## src/design/ccs_pkg.sv

```systemverilog
`timescale 1ns / 1ps
// Shared types, codes and BCD helpers for the clock/calendar setter.
// No dependencies; used by ccs_update and clock_calendar_setter.
package ccs_pkg;

    // Item kinds
    localparam logic [2:0] KIND_LOAD   = 3'd0;
    localparam logic [2:0] KIND_SET    = 3'd1;
    localparam logic [2:0] KIND_SELECT = 3'd2;
    localparam logic [2:0] KIND_UP     = 3'd3;
    localparam logic [2:0] KIND_DOWN   = 3'd4;

    // Field select codes
    localparam logic [2:0] FIELD_NONE  = 3'd0;
    localparam logic [2:0] FIELD_HOUR  = 3'd1;
    localparam logic [2:0] FIELD_MIN   = 3'd2;
    localparam logic [2:0] FIELD_DAY   = 3'd3;
    localparam logic [2:0] FIELD_MONTH = 3'd4;
    localparam logic [2:0] FIELD_YEAR  = 3'd5;
    localparam logic [2:0] FIELD_LAST  = 3'd7;

    // Field limits
    localparam logic [4:0] HOUR_MAX  = 5'd23;
    localparam logic [5:0] MIN_MAX   = 6'd59;
    localparam logic [4:0] DAY_MAX   = 5'd31;
    localparam logic [3:0] MONTH_MAX = 4'd12;
    localparam logic [6:0] YEAR_MAX  = 7'd99;

    typedef struct packed {
        logic [2:0] kind;
        logic [7:0] rtc_minute_bcd;
        logic [7:0] rtc_hour_bcd;
        logic [7:0] rtc_day_bcd;
        logic [7:0] rtc_month_bcd;
        logic [7:0] rtc_year_bcd;
    } t_in_item;

    typedef struct packed {
        logic       editing;
        logic [2:0] field_select;
        logic [4:0] hour;
        logic [5:0] minute;
        logic [4:0] day;
        logic [3:0] month;
        logic [6:0] year;
        logic [5:0] hour_bcd;
        logic [6:0] minute_bcd;
        logic [5:0] day_bcd;
        logic [4:0] month_bcd;
        logic [7:0] year_bcd;
    } t_out_item;

    typedef struct packed {
        logic       edit_flag;
        logic [2:0] selected_field;
        logic [4:0] hour;
        logic [5:0] minute;
        logic [4:0] day;
        logic [3:0] month;
        logic [6:0] year;
    } t_state;

    // Packed BCD pair to binary, hi*10+lo (up to 165)
    function automatic logic [7:0] bcd_decode(input logic [7:0] v);
        logic [7:0] hi;
        logic [7:0] lo;
        hi = {4'd0, v[7:4]};
        lo = {4'd0, v[3:0]};
        return (hi << 3) + (hi << 1) + lo;
    endfunction

    // Binary (0..99) to packed BCD; quotient by 10 via 205/2048 reciprocal
    function automatic logic [7:0] bcd_encode(input logic [6:0] v);
        logic [14:0] prod;
        logic [3:0]  quo;
        logic [6:0]  rem;
        prod = {8'd0, v} * 15'd205;
        quo  = prod[14:11];
        rem  = v - ({3'd0, quo} * 7'd10);
        return {quo, rem[3:0]};
    endfunction

endpackage

```

## src/design/ccs_update.sv

```systemverilog
`timescale 1ns / 1ps
// Next-state logic for one transaction: load, mode, select and field adjust.
// Depends on ccs_pkg.
module ccs_update
    import ccs_pkg::*;
(
    input  t_state   i_state,
    input  t_in_item i_item,
    output t_state   o_state
);

    logic [7:0] dec_minute;
    logic [7:0] dec_hour;
    logic [7:0] dec_day;
    logic [7:0] dec_month;
    logic [7:0] dec_year;
    logic [4:0] month_len;
    logic [4:0] day_dec;
    logic [2:0] sel_inc;
    logic       do_adjust;
    logic       adj_up;
    t_state     adj;

    // BCD decode of load values
    assign dec_minute = bcd_decode(i_item.rtc_minute_bcd);
    assign dec_hour   = bcd_decode(i_item.rtc_hour_bcd);
    assign dec_day    = bcd_decode(i_item.rtc_day_bcd);
    assign dec_month  = bcd_decode(i_item.rtc_month_bcd);
    assign dec_year   = bcd_decode(i_item.rtc_year_bcd);

    // Days in current month, leap rule on year multiple of 4
    always_comb begin
        unique case (i_state.month)
            4'd4, 4'd6, 4'd9, 4'd11: month_len = 5'd30;
            4'd2:    month_len = (i_state.year[1:0] == 2'd0) ? 5'd29 : 5'd28;
            default: month_len = 5'd31;
        endcase
    end

    assign day_dec = i_state.day - 5'd1;
    assign sel_inc = i_state.selected_field + 3'd1;

    // Field adjust, up or down, with wrap
    always_comb begin
        adj = i_state;
        unique case (i_state.selected_field)
            FIELD_HOUR: begin
                if (adj_up) adj.hour = (i_state.hour >= HOUR_MAX) ? 5'd0 : i_state.hour + 5'd1;
                else        adj.hour = (i_state.hour == 5'd0) ? HOUR_MAX : i_state.hour - 5'd1;
            end
            FIELD_MIN: begin
                if (adj_up) adj.minute = (i_state.minute >= MIN_MAX) ? 6'd0
                                                                      : i_state.minute + 6'd1;
                else        adj.minute = (i_state.minute == 6'd0) ? MIN_MAX
                                                                   : i_state.minute - 6'd1;
            end
            FIELD_DAY: begin
                if (adj_up)                   adj.day = (i_state.day >= month_len) ? 5'd1
                                                                                   : i_state.day + 5'd1;
                else if (i_state.day <= 5'd1) adj.day = month_len;
                else                          adj.day = (day_dec > month_len) ? month_len : day_dec;
            end
            FIELD_MONTH: begin
                if (adj_up) adj.month = (i_state.month >= MONTH_MAX) ? 4'd1
                                                                      : i_state.month + 4'd1;
                else        adj.month = (i_state.month <= 4'd1) ? MONTH_MAX
                                                                 : i_state.month - 4'd1;
            end
            FIELD_YEAR: begin
                if (adj_up) adj.year = (i_state.year >= YEAR_MAX) ? 7'd0 : i_state.year + 7'd1;
                else        adj.year = (i_state.year == 7'd0) ? YEAR_MAX : i_state.year - 7'd1;
            end
            default: ;
        endcase
    end

    // Dispatch on item kind
    always_comb begin
        o_state   = i_state;
        do_adjust = 1'b0;
        adj_up    = 1'b0;
        unique case (i_item.kind)
            KIND_LOAD: begin
                if (!i_state.edit_flag) begin
                    o_state.minute = (dec_minute > {2'd0, MIN_MAX})   ? MIN_MAX   : dec_minute[5:0];
                    o_state.hour   = (dec_hour   > {3'd0, HOUR_MAX})  ? HOUR_MAX  : dec_hour[4:0];
                    o_state.day    = (dec_day    > {3'd0, DAY_MAX})   ? DAY_MAX   : dec_day[4:0];
                    o_state.month  = (dec_month  > {4'd0, MONTH_MAX}) ? MONTH_MAX : dec_month[3:0];
                    o_state.year   = (dec_year   > {1'd0, YEAR_MAX})  ? YEAR_MAX  : dec_year[6:0];
                end
            end
            KIND_SET: begin
                o_state.edit_flag      = !i_state.edit_flag;
                o_state.selected_field = i_state.edit_flag ? FIELD_NONE : FIELD_HOUR;
            end
            KIND_SELECT: begin
                o_state.selected_field = (sel_inc == FIELD_LAST || sel_inc == FIELD_NONE)
                                         ? FIELD_HOUR : sel_inc;
            end
            KIND_UP: begin
                do_adjust = i_state.edit_flag;
                adj_up    = 1'b1;
            end
            KIND_DOWN: begin
                do_adjust = 1'b1;
            end
            default: ;
        endcase
        if (do_adjust) begin
            o_state = adj;
        end
    end

endmodule

```

## src/design/clock_calendar_setter.sv

```systemverilog
`timescale 1ns / 1ps
// Clock/calendar setter: input register, update logic, result register.
// The input register feeds the update logic, whose result is registered. Throughput: one
// transaction per cycle while the output is not stalled, set by the state update loop.
// Reset (synchronous, active low) clears mode, selection, all time fields
// and both valid flags. Depends on ccs_pkg and ccs_update.
module clock_calendar_setter
    import ccs_pkg::*;
(
    input  logic      i_clk,
    input  logic      i_rst_n,
    input  logic      i_in_valid,
    input  t_in_item  i_in_data,
    output logic      o_in_stall,
    output logic      o_out_valid,
    output t_out_item o_out_data,
    input  logic      i_out_stall
);

    logic      r_s1_valid;
    t_in_item  r_s1_item;
    t_state    r_state;
    logic      r_out_valid;
    t_out_item r_out_item;
    t_state    n_state;
    t_out_item n_out_item;
    logic      adv;

    // Pipeline advances when the result register is free or being drained
    assign adv        = !r_out_valid || !i_out_stall;
    assign o_in_stall = r_s1_valid && !adv;

    ccs_update u_update (
        .i_state (r_state),
        .i_item  (r_s1_item),
        .o_state (n_state)
    );

    // Result formatting: binary and packed BCD
    always_comb begin
        logic [7:0] bcd_hour;
        logic [7:0] bcd_min;
        logic [7:0] bcd_day;
        logic [7:0] bcd_month;
        logic [7:0] bcd_year;
        bcd_hour  = bcd_encode({2'd0, n_state.hour});
        bcd_min   = bcd_encode({1'd0, n_state.minute});
        bcd_day   = bcd_encode({2'd0, n_state.day});
        bcd_month = bcd_encode({3'd0, n_state.month});
        bcd_year  = bcd_encode(n_state.year);
        n_out_item.editing      = n_state.edit_flag;
        n_out_item.field_select = n_state.selected_field;
        n_out_item.hour         = n_state.hour;
        n_out_item.minute       = n_state.minute;
        n_out_item.day          = n_state.day;
        n_out_item.month        = n_state.month;
        n_out_item.year         = n_state.year;
        n_out_item.hour_bcd     = bcd_hour[5:0];
        n_out_item.minute_bcd   = bcd_min[6:0];
        n_out_item.day_bcd      = bcd_day[5:0];
        n_out_item.month_bcd    = bcd_month[4:0];
        n_out_item.year_bcd     = bcd_year;
    end

    // Input register
    always_ff @(posedge i_clk) begin
        if (!i_rst_n) begin
            r_s1_valid <= 1'b0;
        end else if (!o_in_stall) begin
            r_s1_valid <= i_in_valid;
        end
        if (!o_in_stall && i_in_valid) begin
            r_s1_item <= i_in_data;
        end
    end

    // State and result register
    always_ff @(posedge i_clk) begin
        if (!i_rst_n) begin
            r_out_valid <= 1'b0;
            r_state     <= '0;
        end else if (adv) begin
            r_out_valid <= r_s1_valid;
            if (r_s1_valid) begin
                r_state <= n_state;
            end
        end
        if (adv && r_s1_valid) begin
            r_out_item <= n_out_item;
        end
    end

    assign o_out_valid = r_out_valid;
    assign o_out_data  = r_out_item;

endmodule

```

## config.mk

```make
export PLATFORM = sky130hd
export DESIGN_NAME = clock_calendar_setter
export DESIGN_NICKNAME = d
export VERILOG_FILES = /design/src/design/ccs_pkg.sv /design/src/design/ccs_update.sv /design/src/design/clock_calendar_setter.sv
export SDC_FILE = /design/constraint.sdc
export NUM_CORES = 1
export LEC_CHECK = 0
export ABC_CLOCK_PERIOD_IN_PS = 16200
export BUFFER_PORTS_ARGS = -buffer_cell sky130_fd_sc_hd__buf_2
export CORE_ASPECT_RATIO = 0.8
export CORE_MARGIN = 1.5
export CORE_UTILIZATION = 62
export CTS_BUF_LIST = sky130_fd_sc_hd__clkbuf_8
export DETAILED_ROUTE_END_ITERATION = 6
export GPL_TIMING_DRIVEN = 0
export PLACE_DENSITY = 0.83
export SYNTH_ARGS = -nofsm -noshare
export SYNTH_HDL_FRONTEND = slang
export SYNTH_SLANG_ARGS = --single-unit
```

## constraint.sdc

```tcl
create_clock -name i_clk -period 16.2 [get_ports i_clk]
set_clock_uncertainty 0.15 [all_clocks]
set_input_delay 1.62 -clock i_clk [delete_from_list [all_inputs] [get_ports i_clk]]
set_output_delay 1.62 -clock i_clk [all_outputs]
set_load 0.005 [all_outputs]
```

# Yosys cells after proc, flatten, opt, wreduce, memory -nomap -nowiden
# Index checks and enable logic that the tools add are counted.
[word_totals]
register_bits = 139
output_inout_bits = 65
elab_cells = 146
[classes]
addsub = 26
mul = 10
order_cmp = 13
eq_ne = 15
muxes = 37
n_reduce_logical = 18
[ops]
columns = ["op", "count"]
rows = [
  ["$mux W5", 11],
  ["$mux W27", 2],
  ["$add A7 B5 Y8", 5],
  ["$add A8 B4 Y8", 5],
  ["$mux W7", 5],
  ["$mux W31", 1],
  ["$mux W6", 5],
  ["$mul A5 B8 Y13 const B", 2],
  ["$mux W4", 5],
  ["$sub A4 B4 Y4", 5],
  ["$gt A8 B5 Y1 const B", 2],
  ["$mul A7 B8 Y15 const B", 1],
  ["$mul A6 B8 Y14 const B", 1],
  ["$eq A3 B2 Y1 const B", 4],
  ["$eq A3 B3 Y1 const B", 4],
  ["$mul A4 B8 Y12 const B", 1],
  ["$add A5 B1 Y5 const B", 2],
  ["$pmux W5 S2", 1],
  ["$sub A5 B1 Y5 const B", 2],
  ["$eq A4 B3 Y1 const B", 2],
  ["$eq A4 B4 Y1 const B", 2],
  ["$gt A8 B4 Y1 const B", 1],
  ["$gt A8 B6 Y1 const B", 1],
  ["$gt A8 B7 Y1 const B", 1],
  ["other kinds (35)", 48],
]

# Longest topological paths before layout
[logic_depth]
ltp_word = 12
ltp_mapped = 31

# Hierarchy
# From an unflattened synthesis, not the netlist that was laid out.
[hier_totals]
hier_cells = 1056
hier_area_um2 = 10654.0
[by_module_without_submodules]
columns = ["mod", "instances", "cells_per_inst", "area_each_um2", "seq_area_each_um2"]
rows = [
  ["clock_calendar_setter", 1, 564, 7203.2, 3693.5],
  ["ccs_update", 1, 492, 3450.8, 0.0],
]

# Worst setup path after synthesis
# Ideal clock, no wire load.
[synth_path]
kind = "flip-flop to flip-flop"
start = "reg r_s1_item[3] (netlist bit)"
end = "reg r_out_item, in the netlist o_out_data[3] (data pin)"
t_arrival_ns = 6.214
slack_ns = 9.579
stages_incl_launch_ff = 28
n_path_buf = 0
path_cell_list = "edfxtp_1 -> fa_1 -> inv_1 -> fa_1 -> nand2b_1 -> a21oi_1 -> xnor2_1 -> o311ai_0 -> and3_1 -> a21oi_1 -> ha_1 -> fa_1 -> ha_1 -> inv_1 -> fa_1 -> inv_1 -> ha_1 -> a21o_1 -> a21o_1 -> a21oi_1 -> o21ai_0 -> a31o_2 -> a21oi_1 -> xor2_1 -> fa_1 -> xnor2_2 -> xnor2_1 -> xnor2_1"
[synth_rtl]
columns = ["item", "line_no", "rtl"]
rows = [
  ["start: declaration", "clock_calendar_setter.sv:21", "t_in_item r_s1_item;"],
  ["start signal: assignment", "clock_calendar_setter.sv:73", "r_s1_item <= i_in_data;"],
  ["end signal: assignment", "clock_calendar_setter.sv:89", "r_out_item <= n_out_item;"],
  ["end: declaration", "clock_calendar_setter.sv:24", "t_out_item r_out_item;"],
]

==> impl_metrics.yaml <==
clocking:
  cts_tree: "yes"
  cts_buffers: 17
  cts.sink_count: 134
  ctsResizeCount: 0
  post_cts_hold_buffer_count: 0
  deepest_clock_path_buffer_count: 2
  worstSkewPairLatency_ns: 0.48
  post-cts-setup-buffer-count: 0
  cts_htree_levels: 4
  clock_transition_at_path_regs_ns: 0.08
  cts-root-buf: "clkbuf_8"
sta:
  worst_slew_margin_rel_pct: 12.9
  max_freq_mhz: 134
  post-route-period-util_pct: 46.1
  setup_tns_ns: 0
  final_critical_path_time_including_i_o_delays_and_setup_ns: 7.47
  setup_repair_after_global_routing_missed_its_margin: "no"
  worst_slew_pin_slew_ns: 1.30
  finalSetupViolCount: 0
  finalHoldViolations: 0
  report.final.slew_viol_count: 0
synth:
  synth.avg_cell_area_um2: 10.0
  synthesis.yosys.warnings: 0
  async_reset_ff_share_pct: 0
  synth_xor_xnor_area_share_pct: 3.38
  ys_seq_elements: 134
  synthSimpleGateAreaFrac_pct: 12.4
  synth_compound_gate_area_share_pct: 16.3
  synthTopCellsByCount: "181 x ha_1, 118 x inv_1, 101 x edfxtp_1"
  synth_area_leaders: "edfxtp_1 28%, ha_1 21%, dfxtp_1 6.1%"
  yosys-mux-area-fraction_pct: 0.470
  synth_top_area_share_pct: 27.8
  synth_enable_flop_cells: 101
  dominantRegCellSynth: "edfxtp_1"
  synth.distinct_cells: 88
  syn-cell-area_um2: 10900
  synth_top_family_by_area: "adder cells"
  seq_area_frac_synth_pct: 33.9
  adder_cell_share_of_the_synthesized_area_pct: 26.6
  syn-instance-count: 1087
  yosysMostFrequentCell: "ha_1"
  synth_fp_nets: 1347
  yosys.area.top_type: "edfxtp_1"
final_layout:
  layout.nets: 1478
  area_delta_synth_final_pct: 11.4
  drive_gt1_share_pct: 15.4
  diodes: 0
worst_setup_path:
  reg2reg_slack_ns: 8.73
  crit_type: "reg2reg"
  start_kind: "flop"
  cp_max_fo: 10
  critical_path.reg2reg.endpoint: "o_out_data[3]$_DFFE_PP_"
  critical_path_required_ns: 16.28
  worst_r2r_path_depth: 21
  critical_path.endpoint_type: "flop"
  cp_data_arrival_time_ns: 7.55
  worst_r2r_startpoint: "r_s1_item[41]$_DFFE_PP_"
die:
  initial_core_util_pct: 63.1
  rows: 43
  die_height_um: 122
  die_w_um: 151
  ios: 112
  die_area_um2: 18400
  core-area_um2: 17300
placement:
  dpl.hpwl_um: 19600
  routability_cong: 1.03
  port_buffers: 111
route:
  detailroute.via_count: 8838
  dr.first_iter.drc_count: 1041
  drt.antenna.violating_nets: 0
  post_route_drc_violation_count: 1
  detail_route.vias_per_cell: 6.07
  routed_wirelength_um: 26300
  wl_per_cell_um: 18.1
  detailedRoute.firstPassIterationCount: 7
hold_path:
  holdPathStages: 2
  min_from: "r_s1_valid$_SDFFE_PN0N_"
  holdCritPathClass: "reg2reg"
  min_to: "o_out_valid$_SDFFE_PN0N_"
grt:
  globalRouteTotalUtil_pct: 29.7
  vias_in_the_first_global_route: 8333
  antenna_found_initial: 0
  globalRouteOverflowTotal: 0
  grt_start_max_net_pins: 68
  grt_first_pass_wirelength_um: 41700
outcome:
  outcome: "finished with violations"
  failed_checks: "design-rule violations"
power:
  static-leakage-power_nw: 5.63
  power.ir.vdd_worst_mv: 0.0666
  design_power_total_uw: 997
  power.density_nw_per_um2: 82.0
run:
  timing.max_cap.violations: 0
[flip-flops by register name, indices dropped and copies added (netlist names)]
signal,count
r_s1_valid,1
o_out_valid,1
o_out_data,58
r_state,31
r_s1_item,43
[metrics by stage]
stage / hold WS (ns) / setup WS, ns / cell area [um^2] / cells / utilization, %
finish: 0.405 / 8.73 / 12100 / 1456 / 70.3
global route: 0.454 / 8.43 / 12100 / 1456 / 70.3
CTS: 0.402 / 8.83 / 12100 / 1456 / 70.3
detailed placement: 0.372 / 8.84 / 11800 / 1424 / 68.2
global placement: 0.339 / 9.01 / 11700 / 1423 / 68.0
floorplan: 0.322 / 9.58 / 10900 / 1087 / -
[cells in the final DEF (no fill, tap or decap), types with 11 or more instances in the layout]
| master | Yosys | routed |
|---|---|---|
| a211oi_1 | 12 | 12 |
| a21boi_0 | 16 | 16 |
| a21o_1 | 14 | 14 |
| a21oi_1 | 68 | 68 |
| a31oi_1 | 17 | 17 |
| buf_2 | 5 | 116 |
| clkbuf_1 | 31 | 30 |
| clkbuf_8 | 5 | 23 |
| dfxtp_1 | 33 | 33 |
| edfxtp_1 | 101 | 101 |
| fa_1 | 32 | 32 |
| ha_1 | 181 | 181 |
| inv_1 | 118 | 119 |
| nand2_1 | 73 | 73 |
| nand3_1 | 13 | 13 |
| nor2_1 | 63 | 63 |
| nor2b_1 | 12 | 11 |
| nor3_1 | 24 | 24 |
| nor3b_1 | 14 | 14 |
| o21ai_0 | 44 | 44 |
| xnor2_1 | 23 | 23 |
| xor2_1 | 11 | 11 |
[critical path: stages, from the launching register on]
cell	delay, ns
edfxtp_1	0.48
nor3b_1	0.63
nor2_2	0.15
clkbuf_1	0.37
clkbuf_1	0.42
o31ai_1	1.15
ha_1	0.44
fa_1	0.45
ha_1	0.30
ha_1	0.29
ha_1	0.31
a21o_1	0.16
a21o_1	0.16
a21oi_1	0.11
o21ai_0	0.09
a31o_2	0.27
a21oi_1	0.22
xor2_1	0.14
fa_1	0.48
xnor2_2	0.16
xnor2_1	0.14
xnor2_1	0.13
[kinds of logic (layout without fill, tap and decap cells)]
logic type      Yosys count  in the layout
fa+ha+maj               213            213
xor+xnor                 38             38
compound gates          264            264
buf+inv                 171            315
mux                       5              5
flops                   134            134
simple gates            262            262
[per-layer routing]
| layer | routed length [um] | GRT usage [%] |
|---|---|---|
| met5 | 0 | 0 |
| met4 | 642 | 11.4 |
| met3 | 2520 | 6.67 |
| met2 | 11700 | 45.7 |
| met1 | 11500 | 40.9 |
[worst max path at each step]
| stage | from | end | slack [ns] | depth (start not counted) |
|---|---|---|---|---|
| after global placement | r_s1_item[4]$_DFFE_PP_ | o_out_data[3]$_DFFE_PP_ | 9.01 | 24 |
| after CTS | r_s1_item[4]$_DFFE_PP_ | o_out_data[3]$_DFFE_PP_ | 8.83 | 24 |
| final | r_s1_item[41]$_DFFE_PP_ | o_out_data[3]$_DFFE_PP_ | 8.73 | 21 |
| after floorplan | r_s1_item[3]$_DFFE_PP_ | o_out_data[3]$_DFFE_PP_ | 9.58 | 27 |
| after detailed placement | r_s1_item[4]$_DFFE_PP_ | o_out_data[3]$_DFFE_PP_ | 8.84 | 24 |
| after global routing | r_s1_item[4]$_DFFE_PP_ | o_out_data[3]$_DFFE_PP_ | 8.43 | 23 |
[power by group]
part / switching [mW] / internal (mW)
combinational: 0.183 / 0.131
clock: 0.147 / 0.126
sequential: 0.0110 / 0.399
[final cells by class]
class / instances / area [um^2]
clock inverters: 14 / 128
well taps: 225 / 282
plain buffers: 52 / 313
fillers: 1341 / 5120
flip-flops and latches: 134 / 3690
clock buffers: 18 / 248
repair buffers: 112 / 576
inverters: 119 / 447
multi-input cells: 782 / 6460
Note: power is estimated with default switching activity, not from simulation.
